--- src/gf256_poly_inverse_mod_x4_plus_1_macros.svh ---
// Assertion macros shared by the gf256 polynomial inverse block.
// Needs clk and rst_n in the scope of use.
`ifndef GF256_POLY_INVERSE_MOD_X4_PLUS_1_MACROS_SVH
`define GF256_POLY_INVERSE_MOD_X4_PLUS_1_MACROS_SVH

// Same-cycle implication, checked out of reset.
`define GPI_ASSERT_IMP(lbl, ante, cons, msg) \
  lbl: assert property (@(posedge clk) disable iff (!rst_n) (ante) |-> (cons)) \
    else $error(msg);

// Next-cycle implication, checked out of reset.
`define GPI_ASSERT_NXT(lbl, ante, cons, msg) \
  lbl: assert property (@(posedge clk) disable iff (!rst_n) (ante) |=> (cons)) \
    else $error(msg);

`endif

--- src/gpi_pkg.sv ---
// Package for the gf256 polynomial inverse block: types, step codes, GF multiply.
// No dependencies.
package gpi_pkg;

  typedef enum logic [1:0] {
    ST_IDLE,
    ST_RUN,
    ST_DONE
  } state_t;

  typedef enum logic [2:0] {
    OP_NONE,
    OP_SQ,     // square a coefficient into p0/p2
    OP_CUBE,   // accumulate a^3 = p*a
    OP_TSQ,    // t = t*t
    OP_TMS,    // t = t*s
    OP_SCALE   // c[k] = c[k]*t
  } op_t;

  typedef struct packed {
    logic       load;
    logic       emit;
    op_t        op;
    logic [2:0] idx;
  } cmd_t;

  localparam int unsigned StepCount = 31;
  localparam int unsigned CubeBase  = 4;
  localparam int unsigned ChainBase = 12;
  localparam int unsigned FinalBase = 24;
  localparam int unsigned ScaleBase = 27;
  localparam logic [7:0]  AesReduce = 8'h1b;

  function automatic logic [7:0] gf_mul(input logic [7:0] x, input logic [7:0] y);
    logic [7:0] acc;
    logic [7:0] a;
    acc = 8'h00;
    a   = x;
    for (int n = 0; n < 8; n++) begin
      if (y[n]) acc = acc ^ a;
      a = a[7] ? ({a[6:0], 1'b0} ^ AesReduce) : {a[6:0], 1'b0};
    end
    return acc;
  endfunction

endpackage

--- src/gpi_ctrl.sv ---
// Step sequencer for the gf256 polynomial inverse block.
// Depends on gpi_pkg.
module gpi_ctrl (
  input  logic            clk,
  input  logic            rst_n,
  input  logic            start,
  output logic            busy,
  output gpi_pkg::cmd_t   cmd
);

  gpi_pkg::state_t state_r, state_nxt;
  logic [4:0]      cnt_r, cnt_nxt;
  logic [4:0]      rel;

  always_ff @(posedge clk) begin
    if (!rst_n) begin
      state_r <= gpi_pkg::ST_IDLE;
      cnt_r   <= '0;
    end else begin
      state_r <= state_nxt;
      cnt_r   <= cnt_nxt;
    end
  end

  always_comb begin
    state_nxt = state_r;
    cnt_nxt   = cnt_r;
    cmd       = '{load: 1'b0, emit: 1'b0, op: gpi_pkg::OP_NONE, idx: 3'd0};
    rel       = 5'd0;
    busy      = 1'b1;
    unique case (state_r)
      gpi_pkg::ST_IDLE: begin
        busy = 1'b0;
        if (start) begin
          cmd.load  = 1'b1;
          cnt_nxt   = '0;
          state_nxt = gpi_pkg::ST_RUN;
        end
      end
      gpi_pkg::ST_RUN: begin
        priority if (cnt_r < 5'(gpi_pkg::CubeBase)) begin
          cmd.op  = gpi_pkg::OP_SQ;
          cmd.idx = cnt_r[2:0];
        end else if (cnt_r < 5'(gpi_pkg::ChainBase)) begin
          rel     = cnt_r - 5'(gpi_pkg::CubeBase);
          cmd.op  = gpi_pkg::OP_CUBE;
          cmd.idx = rel[2:0];
        end else if (cnt_r < 5'(gpi_pkg::FinalBase)) begin
          rel    = cnt_r - 5'(gpi_pkg::ChainBase);
          cmd.op = rel[0] ? gpi_pkg::OP_TMS : gpi_pkg::OP_TSQ;
        end else if (cnt_r < 5'(gpi_pkg::ScaleBase)) begin
          cmd.op = gpi_pkg::OP_TSQ;
        end else begin
          rel     = cnt_r - 5'(gpi_pkg::ScaleBase);
          cmd.op  = gpi_pkg::OP_SCALE;
          cmd.idx = rel[2:0];
        end
        cnt_nxt = cnt_r + 5'd1;
        if (cnt_r == 5'(gpi_pkg::StepCount - 1)) state_nxt = gpi_pkg::ST_DONE;
      end
      gpi_pkg::ST_DONE: begin
        cmd.emit  = 1'b1;
        state_nxt = gpi_pkg::ST_IDLE;
      end
      default: state_nxt = gpi_pkg::ST_IDLE;
    endcase
  end

endmodule

--- src/gpi_dp.sv ---
// Datapath for the gf256 polynomial inverse block: one shared GF(2^8) multiplier.
// Depends on gpi_pkg.
module gpi_dp (
  input  logic          clk,
  input  gpi_pkg::cmd_t cmd,
  input  logic [7:0]    coef0,
  input  logic [7:0]    coef1,
  input  logic [7:0]    coef2,
  input  logic [7:0]    coef3,
  output logic [7:0]    inv0,
  output logic [7:0]    inv1,
  output logic [7:0]    inv2,
  output logic [7:0]    inv3,
  output logic          has_inv
);

  logic [7:0] a_r [4];
  logic [7:0] c_r [4];
  logic [7:0] p0_r, p2_r, t_r, s_r;
  logic [1:0] k, ai;
  logic [7:0] opa, opb, prod, a_sel, c_sel;

  assign k     = cmd.idx[1:0];
  assign ai    = (cmd.op == gpi_pkg::OP_CUBE && cmd.idx[2]) ? k + 2'd2 : k;
  assign a_sel = a_r[ai];
  assign c_sel = c_r[k];

  always_comb begin
    opa = t_r;
    opb = t_r;
    unique case (cmd.op)
      gpi_pkg::OP_SQ:    begin opa = a_sel; opb = a_sel; end
      gpi_pkg::OP_CUBE:  begin opa = cmd.idx[2] ? p2_r : p0_r; opb = a_sel; end
      gpi_pkg::OP_TMS:   opb = s_r;
      gpi_pkg::OP_SCALE: opa = c_sel;
      gpi_pkg::OP_NONE, gpi_pkg::OP_TSQ: ;
      default: ;
    endcase
  end

  assign prod = gpi_pkg::gf_mul(opa, opb);

  always_ff @(posedge clk) begin
    if (cmd.load) begin
      a_r[0] <= coef0;
      a_r[1] <= coef1;
      a_r[2] <= coef2;
      a_r[3] <= coef3;
      s_r    <= coef0 ^ coef1 ^ coef2 ^ coef3;
      t_r    <= coef0 ^ coef1 ^ coef2 ^ coef3;
    end else begin
      unique case (cmd.op)
        gpi_pkg::OP_SQ: begin
          // a^2 mod x^4+1 keeps only even terms: p0 = a0^2+a2^2, p2 = a1^2+a3^2
          if (k[0]) p2_r <= k[1] ? (p2_r ^ prod) : prod;
          else      p0_r <= k[1] ? (p0_r ^ prod) : prod;
        end
        gpi_pkg::OP_CUBE:  c_r[k] <= cmd.idx[2] ? (c_sel ^ prod) : prod;
        gpi_pkg::OP_TSQ, gpi_pkg::OP_TMS: t_r <= prod;
        gpi_pkg::OP_SCALE: c_r[k] <= prod;
        gpi_pkg::OP_NONE: ;
        default: ;
      endcase
    end
  end

  assign has_inv = (s_r != 8'h00);
  assign inv0    = has_inv ? c_r[0] : 8'h00;
  assign inv1    = has_inv ? c_r[1] : 8'h00;
  assign inv2    = has_inv ? c_r[2] : 8'h00;
  assign inv3    = has_inv ? c_r[3] : 8'h00;

endmodule

--- src/gf256_poly_inverse_mod_x4_plus_1.sv ---
// Top level of the gf256 polynomial inverse block (inverse of a(x) mod x^4+1).
// Depends on gpi_pkg, gpi_ctrl, gpi_dp and the macros header.
//
// Usage: raise start with the four coefficients while busy is low; the item
// is taken at that edge and the coefficients load at that same edge.
// out_valid is high for one cycle, the last busy cycle, with the inverse
// and out_has_inverse. The receiver cannot stall, so capture it then.
// busy stays high from the accepting edge through the result cycle; one
// item is in flight at a time, and the next item can be taken in the cycle
// after the result, so a new item is not taken before the last one is
// through. busy covers 31 steps of the single shared GF(2^8) multiplier
// and the result cycle. Method:
// with s = a(1), a^4 = s^4 in this ring, so
// a^-1 = a^3 * s^-4; s^-4 comes from an addition chain to s^127 followed by
// three squarings. s = 0 means no inverse: flag 0, coefficients 0.
`include "gf256_poly_inverse_mod_x4_plus_1_macros.svh"

module gf256_poly_inverse_mod_x4_plus_1 (
  input  logic       clk,
  input  logic       rst_n,
  input  logic       start,
  output logic       busy,
  input  logic [7:0] in_coef0,
  input  logic [7:0] in_coef1,
  input  logic [7:0] in_coef2,
  input  logic [7:0] in_coef3,
  output logic       out_valid,
  output logic [7:0] out_inv0,
  output logic [7:0] out_inv1,
  output logic [7:0] out_inv2,
  output logic [7:0] out_inv3,
  output logic       out_has_inverse
);

  gpi_pkg::cmd_t cmd;

  gpi_ctrl u_ctrl (
    .clk   (clk),
    .rst_n (rst_n),
    .start (start),
    .busy  (busy),
    .cmd   (cmd)
  );

  gpi_dp u_dp (
    .clk     (clk),
    .cmd     (cmd),
    .coef0   (in_coef0),
    .coef1   (in_coef1),
    .coef2   (in_coef2),
    .coef3   (in_coef3),
    .inv0    (out_inv0),
    .inv1    (out_inv1),
    .inv2    (out_inv2),
    .inv3    (out_inv3),
    .has_inv (out_has_inverse)
  );

  // result is shown only in the last busy cycle
  assign out_valid = cmd.emit;

  `GPI_ASSERT_NXT(a_accept_busy, start && !busy, busy && !out_valid, "item not held busy")
  `GPI_ASSERT_NXT(a_emit_idle, out_valid, !busy, "not idle after result")
  `GPI_ASSERT_IMP(a_emit_busy, out_valid, busy, "result outside busy window")
  `GPI_ASSERT_IMP(a_no_inv_zero, out_valid && !out_has_inverse,
    out_inv0 == 8'h00 && out_inv1 == 8'h00 && out_inv2 == 8'h00 && out_inv3 == 8'h00,
    "nonzero result without inverse")

endmodule
--- config.mk ---
export PLATFORM = sky130hd
export DESIGN_NAME = gf256_poly_inverse_mod_x4_plus_1
export DESIGN_NICKNAME = d
export VERILOG_FILES = /design/src/gpi_pkg.sv /design/src/gpi_ctrl.sv /design/src/gpi_dp.sv /design/src/gf256_poly_inverse_mod_x4_plus_1.sv
export VERILOG_INCLUDE_DIRS = /design/src /design/src/src
export SDC_FILE = /design/constraint.sdc
export NUM_CORES = 1
export LEC_CHECK = 0
export BUFFER_PORTS_ARGS = -buffer_cell sky130_fd_sc_hd__buf_2
export CORE_MARGIN = 8
export CORE_UTILIZATION = 50
export DETAILED_ROUTE_END_ITERATION = 10
export GPL_TIMING_DRIVEN = 0
export MAX_ROUTING_LAYER = met4
export PLACE_DENSITY_LB_ADDON = 0.3
export SETUP_SLACK_MARGIN = 0.3
export SLEW_MARGIN = 20
export SYNTH_ARGS = -nofsm -noshare
export SYNTH_HDL_FRONTEND = slang
export SYNTH_SLANG_ARGS = --single-unit
--- constraint.sdc ---
create_clock -name clk -period 5.4 [get_ports clk]
set_input_delay 1.08 -clock clk [delete_from_list [all_inputs] [get_ports clk]]
set_output_delay 1.08 -clock clk [all_outputs]
set_load 0.005 [all_outputs]
==> results.cfg <==
[outcome]
outcome = completed

[die]
fp.dieH_um = 137
rows = 44
die_area_mm2 = 0.0187
io_pins = 70
core_mm2 = 0.0144
die_w_um = 137
initial_utilization_pct = 50.6

[worst_setup_path]
end_kind = register
reg2reg_depth = 14
crit_required_ns = 5.51
worstSetupStartpointType = register
crit_type = reg2reg
crit_arrival_ns = 5.07
crit_fanout = 10

[min_path]
hp-class = reg2reg
holdPathStages = 2

[synthesis]
syn-cell-area_mm2 = 0.00730
synth-edff-count = 96
synth_common_cells = edfxtp_1 (96), xnor2_1 (73), nor2_1 (63), nand2_1 (61), and2_1 (39)
synth_top_cell_area_share_pct = 39.5
yosys.area.top_type = edfxtp_1
synth_most_common_cell = edfxtp_1
yosysUniqueCellTypes = 89
synth_nets = 726
synth_area_leaders = edfxtp_1 (39%), xnor2_1 (8.8%), and2_1 (3.3%), nor2_1 (3.2%), nand2_1 (3.1%)
yosys_register_bits = 103
synth_area_per_cell_um2 = 10.6
syn_inst = 689
yosys_warnings = 0
async_flop_share_pct = 0
synth_top_flop_cell = edfxtp_1
seq_area_frac_synth_pct = 41.4

[layout]
nets = 812
fill_cells = 1249
drive_gt1_share_pct = 24.5
layoutNonFillerInstCount = 964
area_growth_pct = 15.2
diodes = 0

[routing]
drtPass1Iterations = 5
drc = 0
final_antenna_net_count = 0
postRouteWirelength_mm = 21.5
via_count = 5877
vias_per_cell = 6.10
drtIter0Drc = 693
wl_per_cell_um = 22.3

[pwr]
power.leakage_uw = 0.00306
power_uw = 6540
power_density_mw_per_mm2 = 778
vdd_drop_max_mv = 0.563

[cts]
clk_pin_slew_worst_paths_ns = 0.07
tritoncts = done
hold_buffers = 0
cts_buffer_depth = 2
cts_made_buffers = 9
htreeDepth = 3
cts.sinks = 103
cts-root-buf = clkbuf_16
clk_latency_ns = 0.37

[grt]
grt_first_pass_wirelength_mm = 32.8
overflow = 0
grt_pass1_vias = 5641
grt_antenna_before_repair = 1
grt_usage_pct = 24.0
grt_max_degree = 34

[run]
maxCapViolCount = 0

[timing]
post-route-period-util_pct = 91.8
slew_headroom_pct = 36.3
fin_ws_ns = 0.441
holdWs_ns = 0.636
rsz0062_at_grt = false
slew_viol_final = 0
skew_ns = 0.0154
tightest_slew_ns = 0.949
setup_viol = 0
finalCriticalPeriod_ns = 4.96
max_freq_ghz = 0.202
hold_violations = 0

[placed_design]
place_inst = 943
post-dp-hpwl_mm = 16.3
place_congestion = 0.938
place_ws_ns = -0.171
portBuffers = 69
through the flow:
stage          cell area, um2  utilization, %  TNS, ns
6_report                 8410            58.3        0
5_1_grt                  8410            58.3        0
4_1_cts                  8310            57.6        0
3_5_place_dp             7920            54.9    -2.11
3_3_place_gp             7870            54.6    -1.33
2_1_floorplan            7300               -        0
per-layer routing:
| layer | track usage, % | up-vias | routed length [um] |
|---|---|---|---|
| li1 | - | 2704 | - |
| met3 | 4.41 | 49 | 1500 |
| met4 | 9.54 | 0 | 633 |
| met5 | - | - | 0 |
| met1 | 31.9 | 2844 | 9400 |
| met2 | 35.5 | 280 | 9930 |
cells by family (layout without fill, tap and decap cells):
logic type	count (synthesis)	in the layout	share of synthesized area, %
simple gates	256	256	17.9
compound gates	133	133	14.0
xor+xnor	108	108	16.3
flops	103	103	41.4
buf+inv	47	138	3.24
mux	40	40	6.79
fa+ha+maj	2	2	0.343
report_power, final:
part	internal, uW	switching (uW)
sequential	1550	59.1
clock	331	333
combinational	1910	2350
total	3800	2740
layout by cell type, fill, tap and decap left out, drive strengths merged, types with 10 or more instances in the layout:
master and instances:
mux2 13, buf 97, xnor2 80, nor2 64
xor2 16, nand3 20, and2 40, nand2 63
nor3 25, o21ai 20, inv 14, a21oi 23
clkbuf 24, mux2i 21, xnor3 10, edfxtp 96
registers in the layout, indices dropped and copies added, names as in the netlist:
name and flops:
u_ctrl.state_r 2, u_dp.a_r 32, u_dp.c_r 32, u_dp.p2_r 8, u_dp.s_r 8, u_dp.p0_r 8, u_ctrl.cnt_r 5, u_dp.t_r 8
final timing paths:
check / startpoint / to / slack [ns]
max: u_ctrl.cnt_r[0]$_SDFFE_PN0P_ / u_dp.t_r[5]$_DFFE_PP_ / 0.44
min: u_ctrl.state_r[0]$_SDFFE_PN0P_ / u_ctrl.state_r[1]$_SDFFE_PN0P_ / 0.64
max reg2reg: u_ctrl.cnt_r[0]$_SDFFE_PN0P_ / u_dp.t_r[5]$_DFFE_PP_ / 0.44
min reg2reg: u_ctrl.state_r[0]$_SDFFE_PN0P_ / u_ctrl.state_r[1]$_SDFFE_PN0P_ / 0.64
repair_timing:
action / 4_1_cts / 5_1_grt
gates resized for setup: 8 / 22
buffers inserted: 5 / 0
setup endpoints to repair: 50 / 43
pin swaps: 4 / 4
gates cloned: 0 / 0
area by class of cell:
| type | instances | area, um2 | area share (%) |
|---|---|---|---|
| timing repair buffer | 75 | 403 | 4.79 |
| tap | 184 | 230 | 2.74 |
| clock buffer | 9 | 225 | 2.68 |
| multi-input combinational | 539 | 4200 | 50.0 |
| sequential | 103 | 3020 | 36.0 |
| buffer | 37 | 205 | 2.44 |
| inverter | 10 | 37.5 | 0.446 |
| clock inverter | 7 | 81.3 | 0.967 |
worst max-delay path, cell delays in order (launching register included):
cell and delay (ns):
dfxtp_2 0.43, clkbuf_4 0.23, inv_1 0.08, ha_1 0.35, nor3_2 0.45, o21ai_0 0.33, a211oi_1 0.51, nor2_1 0.14
a21boi_0 0.60, nor2_1 0.11, xnor2_1 0.21, xnor2_1 0.17, xnor2_1 0.17, xnor3_2 0.62, mux2_2 0.32
(Power assumes the default switching activity.)
